--- src/design/mbf_pkg.sv ---
// Shared constants and types for the MBF/IEEE double converter.
package mbf_pkg;

    localparam logic [1:0] OP_DEC4 = 2'd0;
    localparam logic [1:0] OP_DEC8 = 2'd1;
    localparam logic [1:0] OP_ENC4 = 2'd2;
    localparam logic [1:0] OP_ENC8 = 2'd3;

    localparam logic [10:0] BIAS_SHIFT = 11'd894;
    localparam logic [10:0] EXP_MAX    = 11'h7FF;
    localparam logic [7:0]  MEXP_MAX   = 8'hFF;

    // stage 1 -> stage 2: field decode
    typedef struct packed {
        logic [1:0]  op;
        logic        sg;
        logic [7:0]  mexp;      // MBF exponent byte (decode)
        logic [10:0] dexp;      // IEEE exponent (encode)
        logic [54:0] frac;      // MBF fraction (decode) or IEEE fraction (encode)
        logic        zero;      // decode exponent byte zero / encode signed zero
        logic        rnd_up;    // MBF8 round increment
    } mbf_s1_t;

    // stage 2 -> stage 3: rounded / classified
    typedef struct packed {
        logic [1:0]  op;
        logic        sg;
        logic [10:0] exp;
        logic [52:0] sig;       // for decode: 53-bit significand incl. possible carry
        logic [51:0] frac;      // encode fraction
        logic        zero;
        logic        uf;
        logic        cl;
    } mbf_s2_t;

endpackage

--- src/design/mbf_ieee_double_converter.sv ---
// Top level: pipelined converter between MBF numbers and IEEE doubles.
//
// Input channel s_valid/s_ready carries s_op and s_value; result channel
// m_valid/m_ready carries m_result, m_underflowed and m_clamped.
// op 0/1 decode MBF4/MBF8 to a double (MBF8 rounds to nearest even),
// op 2/3 encode a double to MBF4/MBF8 (truncating, flags for flush/clamp).
// Three register stages: field split and round decision, rounding add and
// exponent classification, result packing. One item is accepted every
// cycle unless a stall on m_ready holds the output register.
// Each stage advances when it is empty or the stage after it advances, so
// a stall on m_ready backs up through the pipe without losing or repeating
// items; s_ready drops only when all three stages hold data and the output
// is stalled. aresetn (synchronous, active low) empties the pipe.
module mbf_ieee_double_converter
    import mbf_pkg::*;
(
    input  logic        aclk,
    input  logic        aresetn,
    input  logic        s_valid,
    output logic        s_ready,
    input  logic [1:0]  s_op,
    input  logic [63:0] s_value,
    output logic        m_valid,
    input  logic        m_ready,
    output logic [63:0] m_result,
    output logic        m_underflowed,
    output logic        m_clamped
);

    logic v1_reg, v2_reg, v3_reg;
    mbf_s1_t s1_reg, s1_next;
    mbf_s2_t s2_reg, s2_next;
    logic [63:0] res_reg, res_next;
    logic uf_reg, cl_reg;
    logic adv1, adv2, adv3;

    assign adv3 = !v3_reg || m_ready;
    assign adv2 = !v2_reg || adv3;
    assign adv1 = !v1_reg || adv2;
    assign s_ready = adv1;

    // stage 1: field split
    always_comb begin
        s1_next = '0;
        s1_next.op = s_op;
        if (s_op == OP_DEC4) begin
            s1_next.mexp = s_value[31:24];
            s1_next.sg   = s_value[23];
            s1_next.frac = {s_value[22:0], 32'd0};
            s1_next.zero = (s_value[31:24] == 8'd0);
        end else if (s_op == OP_DEC8) begin
            s1_next.mexp = s_value[63:56];
            s1_next.sg   = s_value[55];
            s1_next.frac = s_value[54:0];
            s1_next.zero = (s_value[63:56] == 8'd0);
            s1_next.rnd_up = (s_value[2:0] > 3'd4)
                || (s_value[2:0] == 3'd4 && s_value[3]);
        end else begin
            s1_next.sg   = s_value[63];
            s1_next.dexp = s_value[62:52];
            s1_next.frac = {3'd0, s_value[51:0]};
            s1_next.zero = (s_value[62:0] == 63'd0);
        end
    end

    // stage 2: rounding add, exponent classification
    always_comb begin
        logic [10:0] d;
        // only used when dexp is above the bias
        d = s1_reg.dexp - BIAS_SHIFT;
        s2_next = '0;
        s2_next.op   = s1_reg.op;
        s2_next.sg   = s1_reg.sg;
        s2_next.zero = s1_reg.zero;
        if (!s1_reg.op[1]) begin
            s2_next.exp = {3'd0, s1_reg.mexp} + BIAS_SHIFT;
            s2_next.sig = {1'b1, s1_reg.frac[54:3]} + {52'd0, s1_reg.rnd_up};
        end else begin
            s2_next.frac = s1_reg.frac[51:0];
            if (s1_reg.zero) begin
                s2_next.exp = '0;
            end else if (s1_reg.dexp == EXP_MAX) begin
                s2_next.exp = {3'd0, MEXP_MAX};
                s2_next.cl  = 1'b1;
                s2_next.frac = '0;
                if (s1_reg.frac[51:0] != 52'd0) s2_next.sg = 1'b0;
            end else if (s1_reg.dexp <= BIAS_SHIFT) begin
                s2_next.uf = 1'b1;
            end else if (d > {3'd0, MEXP_MAX}) begin
                s2_next.exp = {3'd0, MEXP_MAX};
                s2_next.cl  = 1'b1;
            end else begin
                s2_next.exp = d;
            end
        end
    end

    // stage 3: pack
    always_comb begin
        res_next = '0;
        if (!s2_reg.op[1]) begin
            if (!s2_reg.zero) begin
                if (s2_reg.sig[52] == 1'b0)   // carry out: 2^53 wrapped
                    res_next = {s2_reg.sg, s2_reg.exp + 11'd1, 52'd0};
                else
                    res_next = {s2_reg.sg, s2_reg.exp, s2_reg.sig[51:0]};
            end
        end else if (!s2_reg.zero && !s2_reg.uf) begin
            if (s2_reg.op == OP_ENC8)
                res_next = {s2_reg.exp[7:0], s2_reg.sg, s2_reg.frac, 3'd0};
            else
                res_next = {32'd0, s2_reg.exp[7:0], s2_reg.sg, s2_reg.frac[51:29]};
        end
    end

    always_ff @(posedge aclk) begin
        if (!aresetn) begin
            v1_reg <= 1'b0;
            v2_reg <= 1'b0;
            v3_reg <= 1'b0;
        end else begin
            if (adv1) v1_reg <= s_valid;
            if (adv2) v2_reg <= v1_reg;
            if (adv3) v3_reg <= v2_reg;
        end
        if (adv1) s1_reg <= s1_next;
        if (adv2) s2_reg <= s2_next;
        if (adv3) begin
            res_reg <= res_next;
            uf_reg  <= s2_reg.uf;
            cl_reg  <= s2_reg.cl;
        end
    end

    assign m_valid       = v3_reg;
    assign m_result      = res_reg;
    assign m_underflowed = uf_reg;
    assign m_clamped     = cl_reg;

endmodule

--- config.mk ---
export PLATFORM = sky130hd
export DESIGN_NAME = mbf_ieee_double_converter
export DESIGN_NICKNAME = d
export VERILOG_FILES = /design/src/design/mbf_pkg.sv /design/src/design/mbf_ieee_double_converter.sv
export SDC_FILE = /design/constraint.sdc
export NUM_CORES = 1
export LEC_CHECK = 0
export BUFFER_PORTS_ARGS = -buffer_cell sky130_fd_sc_hd__buf_2
export CAP_MARGIN = 20
export CORE_MARGIN = 2
export CORE_UTILIZATION = 45
export DETAILED_ROUTE_END_ITERATION = 12
export MAX_ROUTING_LAYER = met4
export PLACE_DENSITY = 0.7
export SLEW_MARGIN = 5
export SYNTH_ARGS = -nofsm -noshare
export SYNTH_HDL_FRONTEND = slang
export SYNTH_SLANG_ARGS = --single-unit
--- constraint.sdc ---
create_clock -name aclk -period 7.5 [get_ports aclk]
set_input_delay 1.125 -clock aclk [delete_from_list [all_inputs] [get_ports aclk]]
set_output_delay 1.125 -clock aclk [all_outputs]
set_load 0.1 [all_outputs]
==> results, run 1 <==
- The run finished with clean final reports.
- The number of endpoints failing setup at the final stage is 0.
- The placed instances occupy a cell area of approximately 14000 sq um.
- Combinational logic burns about an eighth of the power.
- The number of flip-flops in the largest register is 122.
- The sequential group share of total power is around half.
- The clock input transition at the sequential cells of the worst setup and hold paths is about 0.060 ns.
- For this design, the CTS-stage hold fixing added 0 buffers.
- For the worst setup path, the data required time is 6.38 ns.
- The worst slew slack as a fraction of its limit is about a third.
- The number of nets in the synthesized netlist is 1054.
- The max-slew violation count is 0.
- The layout overhead on the synthesized area is 15.59%.
- The post-cts resize count is 0.
- The most critical setup path has its startpoint at m_ready.
- The final critical-path required period is approximately 3.3 ns.
- The worst setup path is launched from an input port.
- The most common library cell in the layout ignoring fill and taps is edfxtp_1.
- The maximum clock path buffer count is 3.
- Summing every instance area after synthesis gives approximately 13000 sq um.
- The detailed-route wire length per cell is around 20 microns.
- The startpoint of the most critical hold path is s2_reg[0].
- In this run the standard cell core region covers 27550 sq um.
- The count of maximum capacitance violations is 0.
- The via count of the first global-routing pass is around 8000.
- The root buffer cell chosen for the clock tree is clkbuf_16.
- The final net count is ~1200.
- Across the routed clock network, the largest skew measured is 0.008549 ns.
- The pre-antenna-repair detailed-routing pass consisted of 5 iterations.
- Detailed placement finished with a half-perimeter wire length of around 21000 microns.
- The hold-critical path endpoint is m_clamped.
- The register area share after synthesis is 64.51%.
- In this run the critical register-to-register path is captured at s2_reg[99].
- The Yosys step of the flow raised 0 warnings.
- After detailed routing, no signal wire sits above met4.
- The final instance area is around 14000 sq um.
- The number of distinct standard cells referenced by the synthesized netlist is 60.
- The global-route usage over all layers is 21.39%.
- The final hold violation count came to 0.
- The routed layout has around 8400 vias.
- The leakage power summed over all cells is 5.736 nW.
- Setup repair after global routing left no endpoint under its margin.
- After detailed routing, the wire length on met1 is about 14000 microns.
- The total detailed-routing wirelength is between 30000 and 40000 microns.
- After detailed routing, the met2 layer carries 13850 microns of wire.
- The worst register-to-register path begins at s1_reg[8].
- The cell count of the worst hold path is 0.
- Dividing the final minimum period by the clock period gives between 40% and 50%.
- The largest net degree at the start of global routing is 81.
- The maximum clock frequency is 303.7 MHz.
- The first global-routing pass estimated 46590 microns of wire.
- In the final layout, the share of cells above drive strength 1 is about a fifth.
- For this run, asynchronously set or reset flops after synthesis account for 0%.
- The actual slew at the worst max-slew pin is 0.9971 ns.
- The setup TNS is 0 ns.
- Power spread over the standard cell area amounts to between 200 and 300 nW/um^2.
- The floorplan has 61 rows.
- The part of the power in the clock network is between 30% and 40%.
- The die is 170.8 microns tall.
- The mean cell area of the mapped netlist is between 10 and 15 sq um.
- Clock latency on the worst-skew pair, taken at its later pin, is 0.53 ns.
- The analysis attributes to net switching a power of approximately 0.0010 W.
- The CTS tree is done.
- The biggest fanout along the worst timing path is 5.
- The routed design uses roughly 2400 microns of met3 wire.
- In this run, synthesis produced a sequential element count of 270.
- In the routed layout, each cell is associated on average with a via count of about 5.6.
- The multi-input combinational cells in the finished layout cover a total of about 4200 sq um.
- Power comes to between 0.003 and 0.004 W.
- Across all hold checks on the routed design, the worst slack comes to between 0.4 and 0.5 ns.
- The top flip-flop cell by instance count after synthesis is edfxtp_1.
- The clock sink count is between 200 and 300.
- The placer congestion estimate is about 0.89.
- For flop-to-flop paths, the worst setup slack is 4.73 ns.
- The area of the die is roughly 30000 sq um.
- At the end of the flow the core is filled with cells to a little over half.
- The number of fill cells in the layout is 2345.
- 0 antenna diodes ended up in the layout.
- The post-detailed-route count of antenna-violating nets is 0.
- The worst endpoint data arrival time is 2.17 ns.
- The number of cells traversed by the worst register-to-register path is 5.
- The violation count after the first detailed-routing iteration is just under 1000.
- The horizontal extent of the die is 170.8 microns.
- The initial core utilization is a little under half.
- In the layout the commonest cells are edfxtp_1, buf_2, nand2_1.
- The initial antenna violation count is 0.
- The largest voltage drop on the vdd net is 0.0001773 V.
- The sequential standard cell area is 8078 sq um.
- The class of the tightest hold or removal check is reg2reg.
- The number of setup buffers added after CTS is 0.
- After global routing the overflow that remains totals 0.
- For this run, design rule violations remaining after detail routing come to 0.
- Port buffering added 137 buffers.
- The worst setup path is of the in2out kind.
- The I/O pin count is ~140.
- In this run, synthesis inferred 267 flip-flops with an integrated enable.
- The internal power of the cells totals about 0.0027 W.
- The number of clock buffers inserted by TritonCTS is 27.
- The count of H-tree levels built during CTS is 1.
- STA classifies the critical path endpoint as an output port.
- Synthesis produced a little under 1000 cells.
- Net switching is between 20 and 30% of the power.
[metrics by stage]
step | setup slack [ns] | cells
3_5_place_dp | 4.200 | 1450
2_1_floorplan | 2.351 | 978
3_3_place_gp | 4.215 | 1450
6_report | 4.207 | 1498
4_1_cts | 4.185 | 1498
5_1_grt | 4.170 | 1498
[power groups by stage]
stage               Combinational (W)  Sequential [W]  Clock, W
floorplan                    0.000149         0.00208         0
global placement             0.000467         0.00189         0
detailed placement           0.000472         0.00189         0
CTS                          0.000473         0.00186   0.00136
global route                 0.000499         0.00187   0.00142
finish                       0.000472         0.00186   0.00135
[synth_stat cells, drive strengths merged, types with 3 or more instances]
master     n  area (sq um)
edfxtp   267          8018
clkbuf    49         185.2
ha         6         75.07
a32o       3         30.03
nor3      14         86.34
o22ai      3         18.77
nor2      57         214.0
o2111ai    3         26.28
nand2     94         352.8
xnor2     18         157.7
inv       17         63.81
nand3     32         175.2
or4       19         142.6
a22o      32         280.3
o221ai    33         289.0
xor2      28         245.2
or3       11         68.82
and4       4         36.29
nand2b     3         18.77
nor2b     41         256.5
nand4     19         140.1
mux2i     12         120.1
a21oi     28         140.1
and3       8         50.05
nor4      31         209.0
o21ai      8         40.04
dfxtp      3         60.06
o31ai     16         120.1
mux2      23         262.8
and2      68         425.4
buf        4         18.76
[cells by family (layout without fill, tap and decap cells)]
logic type / count (synthesis) / count (layout) / share of synthesized area [%]
AND/OR/NAND/NOR: 414 / 414 / 18.24
flip-flops: 270 / 270 / 64.51
AO/OA/AOI/OAI: 137 / 137 / 8.244
buffers and inverters: 70 / 212 / 2.138
XOR/XNOR: 46 / 46 / 3.217
multiplexers: 35 / 35 / 3.058
adder cells (fa/ha/maj): 6 / 6 / 0.5995
[cell type report]
type / count / area share [%]
sequential: 270 / 55.81
multi-input combinational: 638 / 29.13
timing repair buffer: 147 / 5.256
clock buffer: 30 / 4.746
tap: 378 / 3.268
clock inverter: 18 / 1.349
inverter: 17 / 0.4409
[layer usage]
layer | up-vias | track usage [%]
met5 | - | -
li1 | 3970 | -
met1 | 4051 | 31.55
met4 | 0 | 5.011
met2 | 377 | 31.88
met3 | 38 | 2.683
[worst max-delay path, stage by stage]
cell     delay [ns]
buf_2          0.10
nor2b_1        0.48
nand3_4        0.14
buf_2          0.32
[worst max-delay path by stage]
stage,to,slack (ns),cells after the start
3_3_place_gp,s_ready,4.22,4
3_5_place_dp,s_ready,4.20,4
6_report,s_ready,4.21,4
2_1_floorplan,s1_reg[0],2.35,2
4_1_cts,s_ready,4.19,4
5_1_grt,s_ready,4.17,4
Note: power is estimated with default switching activity, not from simulation.
==> run 2, diff against run 1 <==
--- a/config.mk
+++ b/config.mk
@@ -11,7 +11,7 @@
 export CORE_UTILIZATION = 45
 export DETAILED_ROUTE_END_ITERATION = 12
 export MAX_ROUTING_LAYER = met4
-export PLACE_DENSITY = 0.7
+export PLACE_DENSITY = 0.72
 export SLEW_MARGIN = 5
 export SYNTH_ARGS = -nofsm -noshare
 export SYNTH_HDL_FRONTEND = slang
==> constraint.sdc (replaced) <==
create_clock -name aclk -period 2.7 [get_ports aclk]
set_input_delay 0.405 -clock aclk [delete_from_list [all_inputs] [get_ports aclk]]
set_output_delay 0.405 -clock aclk [all_outputs]
set_load 0.1 [all_outputs]
==> results, run 2 (same netlist as run 1, synthesis figures left out) <==
- The flow ran to the end, and the final reports show no timing, DRC or antenna violations.
- Once the floorplan was initialized, standard cells occupied 45.45% of the core.
- The half-perimeter wire length after detailed placement is 22030 microns.
- The total detailed-routing wirelength is approximately 31000 microns.
- The die span in y is around 170 microns.
- Headroom to the max-slew limit came out at a little under three fifths.
- The slowest library cell on the worst path is edfxtp_1.
- The critical path goes through nand4_4 > nor3_2 > nand3b_1 > buf_4 > or4_1 > a21oi_1.
- The max-slew violation count came to 0.
- The startpoint of the worst-slack reg-to-reg timing path is s1_reg[9].
- The horizontal extent of the die is about 170 microns.
- The largest single stage delay on the critical path is a little under 0.6 ns.
- In this run the worst hold path is classified as in2reg.
- The total number of vias is approximately 8600.
- The clock input transition at the sequential cells of the worst setup and hold paths is about 0.060 ns.
- The pre-antenna-repair detailed-routing pass consisted of 5 iterations.
- Leaving out fill and tap cells, the most frequent cells in the layout are edfxtp_1, buf_2, nand2_1.
- The sum of overflow across all layers after global routing is 0.
- The maximum clock path buffer count is 3.
- The initial antenna violation count is 2.
- The detailed-route wire length per cell is around 20 microns.
- The largest voltage drop on the vdd net is 0.0003829 V.
- The later pin in the worst-skew pair is clocked with a latency of between 0.5 and 0.6 ns.
- For the final database, setup skew stands at 0.01824 ns.
- The layout overhead on the synthesized area is 16.90%.
- The endpoint identified for the worst register-to-register timing path is s2_reg[87].
- Counting instances, the worst hold path has a depth of 2.
- By startpoint and endpoint, the worst setup path is classified as reg2reg.
- The cell family contributing the most delay on the critical path is simple AND/OR/NAND/NOR gates.
- The count of unresolved DRC violations after routing is 0.
- The number of flip-flops in the largest register is approximately 120.
- Across the run, the number of max-cap violations was 0.
- The final net count is approximately 1200.
- The setup TNS is 0 ns.
- In this run the number of H-tree levels came out at 1.
- The area of the die is just under 30000 sq um.
- The worst endpoint data arrival time is approximately 2.8 ns.
- The first global-routing pass estimated around 47000 microns of wire.
- The worst register-to-register path has a setup slack of 0.26 ns.
- The number of antenna diodes is 0.
- The floorplan has 61 rows.
- At the pin with the least slew margin, the transition time is 0.6375 ns.
- Once layout is complete, the utilization of the core stands at ~53%.
- The clock sink count is 270.
- The placer congestion estimate is about 0.95.
- For this design the static power due to leakage is 5.828 nW.
- The detail route stage leaves a number of antenna-violating nets equal to 0.
- For this run, the top clock speed supported by timing is 409.8 MHz.
- The final critical-path required period is between 2 and 2.5 ns.
- The final hold violation count is 0.
- The number of cells traversed by the worst register-to-register path is 6.
- TritonCTS built the clock tree.
- The placeable core region is between 20000 and 30000 sq um.
- For the worst setup path, the data required time is between 3 and 4 ns.
- The number of buffers inserted for hold repair after clock tree synthesis is 0.
- Of the cells placed in the final design, the portion with a size suffix greater than 1 is a little over a fifth.
- The hold-critical path endpoint is m_valid.
- The I/O pin count is about 140.
- The root cell of the clock tree is clkbuf_16.
- The power per cell area is a little under 700 nW/um^2.
- Dividing the final minimum period by the clock period gives between 90% and 100%.
- Setup repair after global routing left no endpoint under its margin.
- The via count normalized by instance count is about 5.6.
- During placement, the flow inserted port buffers numbering around 140.
- The most common library cell in the layout ignoring fill and taps is edfxtp_1.
- In the global route stage, overall resource usage came out at between 20 and 25%.
- The first routing iteration left approximately 900 violations.
- Buffers inserted during clock tree synthesis total 27.
- The largest net degree at the start of global routing is 75.
- The startpoint identified for the worst hold timing path is aresetn.
- The via count of the first global-routing pass is approximately 8100.
- Of all nets on the critical path, the largest fanout is 22.
- The worst setup path is captured at a flop.
- The worst setup path is launched from a flop.
- Setup violations remaining at the end of the flow were counted as 0.
- The worst path buffer plus inverter count is 1.
==> run 2: how the worst max path moves through the flow <==
stage	startpoint	endpoint	slack [ns]	cells after the start
2_1_floorplan	m_valid	s1_reg[0]	0.04	2
3_3_place_gp	s1_reg[8]	s2_reg[97]	0.10	6
3_5_place_dp	s1_reg[9]	s2_reg[97]	0.16	6
4_1_cts	s1_reg[9]	s2_reg[97]	0.14	6
5_1_grt	s1_reg[58]	s2_reg[115]	0.10	5
6_report	s1_reg[9]	s2_reg[87]	0.26	6
==> run 2: per-stage QoR <==
step                      cells  setup WS, ns  power [W]  hold WS (ns)  cell area (sq um)
after floorplan             978       0.03893   0.006188        0.4003              12540
after global placement     1471        0.1013   0.006583        0.4047              13810
after detailed placement   1471        0.1572   0.006601        0.4240              13810
after CTS                  1518        0.1444    0.01007       0.09769              14630
after global routing       1518        0.1000    0.01033        0.1281              14640
final                      1518        0.2595    0.01002        0.1149              14640
==> run 2: repair_timing <==
action / 4_1_cts / 5_1_grt
endpoints found under the setup margin: 0 / 3
buffers inserted: 0 / 0
gates resized for setup: 0 / 1
==> run 2: metal layers <==
metal	global-route usage [%]	routed length [microns]
met2	32.62	14060
met5	-	0
met4	6.264	781
met3	2.568	2550
met1	31.58	13610
==> run 2: area by class of cell <==
cell class | count | area (sq um)
Fill cell | 2345 | 12910
Sequential cell | 270 | 8079
Multi-Input combinational cell | 638 | 4222
Timing Repair Buffer | 168 | 980.9
Clock buffer | 30 | 686.9
Tap cell | 378 | 473.0
Clock inverter | 17 | 132.6
Inverter | 17 | 63.81
==> run 2: report_power, final <==
part	switching (W)	internal, W	total, W
clock	0.00150	0.00200	0.00350
sequential	0.000245	0.00492	0.00517
combinational	0.00102	0.000338	0.00135
total	0.00276	0.00726	0.0100
==> run 2: worst register-to-register path: cells and delay by family, from the launching register on <==
kind,cells,cell delay (ns)
buf+inv,1,0.22
simple gates,4,1.25
compound gates,1,0.22
flops,1,0.59
==> run 3, diff against run 2 <==
--- a/config.mk
+++ b/config.mk
@@ -11,7 +11,7 @@
 export CORE_UTILIZATION = 45
 export DETAILED_ROUTE_END_ITERATION = 12
 export MAX_ROUTING_LAYER = met4
-export PLACE_DENSITY = 0.72
+export PLACE_DENSITY = 0.71
 export SLEW_MARGIN = 5
 export SYNTH_ARGS = -nofsm -noshare
 export SYNTH_HDL_FRONTEND = slang
==> results, run 3 (same netlist as run 1, synthesis figures left out) <==
- The global-route usage over all layers is roughly 22%.
- In the detailed route, the total length drawn on met3 is 2549 microns.
- The worst setup path is captured at a flop.
- At the end of routability-driven placement, the weighted congestion stood at between 0.9 and 1.
- For this run the aggregate overflow at the end of global routing stands at 0.
- The critical path is of the reg2reg type.
- The detailed router put a total of about 14000 microns of wire on met1.
- CTS built an H-tree with a depth of 1.
- In the routed design, unresolved DRC markers number 0.
- Dividing the final minimum period by the clock period gives approximately nine tenths.
- The max-slew violation count came to 0.
- The detailed-router iteration count before antenna repair is 5.
- The maximum clock frequency is roughly 410 MHz.
- The smallest setup slack after layout is 0.2761 ns.
- The root cell of the clock tree is clkbuf_16.
- The initial antenna violation count was 0.
- The horizontal extent of the die is approximately 170 microns.
- The number of antenna diodes is 0.
- The final hold violation count is 0.
- Entering global routing, the biggest net connects a little under 80 pins.
- The critical path data required time is about 3 ns.
- The run finished with clean final reports.
- The count of buffers inserted at the top-level ports is between 100 and 150.
- TritonCTS built the clock tree.
- The class of the tightest hold or removal check is in2reg.
- The via count of the first global-routing pass came to between 8000 and 9000.
- The number of clock buffers inserted by TritonCTS is 27.
- The wire length on met2 is 13360 microns.
- In this run the tightest slew margin relative to its limit is approximately half.
- The worst slack after detailed placement is 0.3588 ns.
- Row generation in the floorplan step produced 61 rows.
- The count of maximum capacitance violations is 0.
- The clock input transition at the sequential cells of the worst setup and hold paths is about 0.060 ns.
- For this design the top-level I/O count stands at between 100 and 150.
- The die covers between 20000 and 30000 sq um.
- Summed over all cells, the static leakage comes to just under 6 nW.
- Post-CTS repair changed the size of 0 cells.
- The layout overhead on the synthesized area is 17.34%.
- After detailed routing, the total wire length is about 30000 microns.
- Of all nets on the critical path, the largest fanout is 16.
- The total number of vias is about 8600.
- The post-detailed-route count of antenna-violating nets is 0.
- The later-pin clock latency in the skew report is around 0.53 ns.
- The clock drives 270 sinks.
- Setup violations remaining at the end of the flow were counted as 0.
- Once the clock tree was built, the setup fixing pass inserted 0 buffers.
- Cells with a size suffix above 1 make up between 20% and 30% of the layout.
- The via count normalized by instance count is approximately 5.6.
- STA classifies the critical path startpoint as a flop.
- For this run, the share of the core covered by cells in the final layout is a little over half.
- The final clock skew is between 0.01 and 0.015 ns.
- In the final routed layout, each cell accounts on average for 19.93 microns.
- The worst-case IR drop observed on VDD is approximately 0.00044 V.
- The power per cell area is between 600 and 700 nW/um^2.
- The library cells used most frequently in the layout, excluding fill and tap cells, are edfxtp_1, buf_2, nand2_1.
- After the first detailed-routing iteration, the DRC count stood at between 1000 and 1500.
- The die span in y is approximately 170 microns.
- The number of buffers inserted for hold repair after clock tree synthesis is 0.
- The power consumption is roughly 0.010 W.
- The worst endpoint data arrival time is approximately 2.8 ns.
- The initial core utilization is ~45%.
- Setup repair after global routing left no endpoint under its margin.
- The half-perimeter wire length after detailed placement is around 22000 microns.
- For the finished layout, the period the worst path requires is between 2 and 2.5 ns.
- The placeable core region is ~28000 sq um.
- The maximum clock path buffer count is 3.
- The first global-routing pass estimated about 47000 microns of wire.
- For the final routed database, the setup TNS stands at 0 ns.
- Leaving out fill and tap cells, the most frequent cell in the layout is edfxtp_1.
- The actual slew at the worst max-slew pin is around 0.73 ns.
- At the end of the flow, the number of nets in the layout was roughly 1200.
- The number of flip-flops in the largest register is about 120.
- The uppermost layer routed is met4.
## run 3: changes by cell type in the layout (fill, tap and decap cells not counted)
cell,change
buf_4,+6
clkbuf_1,+2
buf_12,-1
bufinv_16,+1
clkinv_1,-1
clkinvlp_4,-1
inv_6,+1
nor3_1,+1
nor3_2,-1
## run 3: power by group
group	internal (W)	switching, W	total [W]
Combinational	0.000337	0.00102	0.00135
Clock	0.00211	0.00149	0.00361
Sequential	0.00492	0.000241	0.00516
## run 3: worst paths after layout
kind	startpoint	endpoint	slack, ns	depth (start not counted)
max	s1_reg[19]	s2_reg[98]	0.28	6
min	aresetn	m_valid	0.1	2
max reg2reg	s1_reg[19]	s2_reg[98]	0.28	6
min reg2reg	s1_reg[77]	s2_reg[120]	0.42	0
## run 3: area by class of cell
cell class / count / area (sq um)
Fill cell: 2324 / 12860
Sequential cell: 270 / 8079
Multi-Input combinational cell: 638 / 4217
Timing Repair Buffer: 173 / 1006
Clock buffer: 32 / 694.4
Tap cell: 378 / 473.0
Clock inverter: 17 / 160.2
Inverter: 17 / 63.81
## run 3: through the flow
step           cell area (sq um)  hold WS (ns)  instances
2_1_floorplan              12540        0.4003        978
3_3_place_gp               13840        0.4019       1476
3_5_place_dp               13840        0.4052       1476
4_1_cts                    14690       0.08855       1525
5_1_grt                    14690       0.09658       1525
6_report                   14690       0.09643       1525
## run 3: critical path, cell delays in order, from the launching register on
cell and delay (ns):
edfxtp_1 0.60, nand3_2 0.18, nor3_4 0.46, nand3_1 0.13, buf_4 0.21, or4_1 0.50, a21oi_1 0.17
## run 3: layer usage
layer / vias to the layer above / track usage [%]
li1: 4026 / -
met1: 4090 / 31.64
met2: 380 / 30.58
met3: 72 / 3.562
met4: 0 / 7.111
met5: - / -
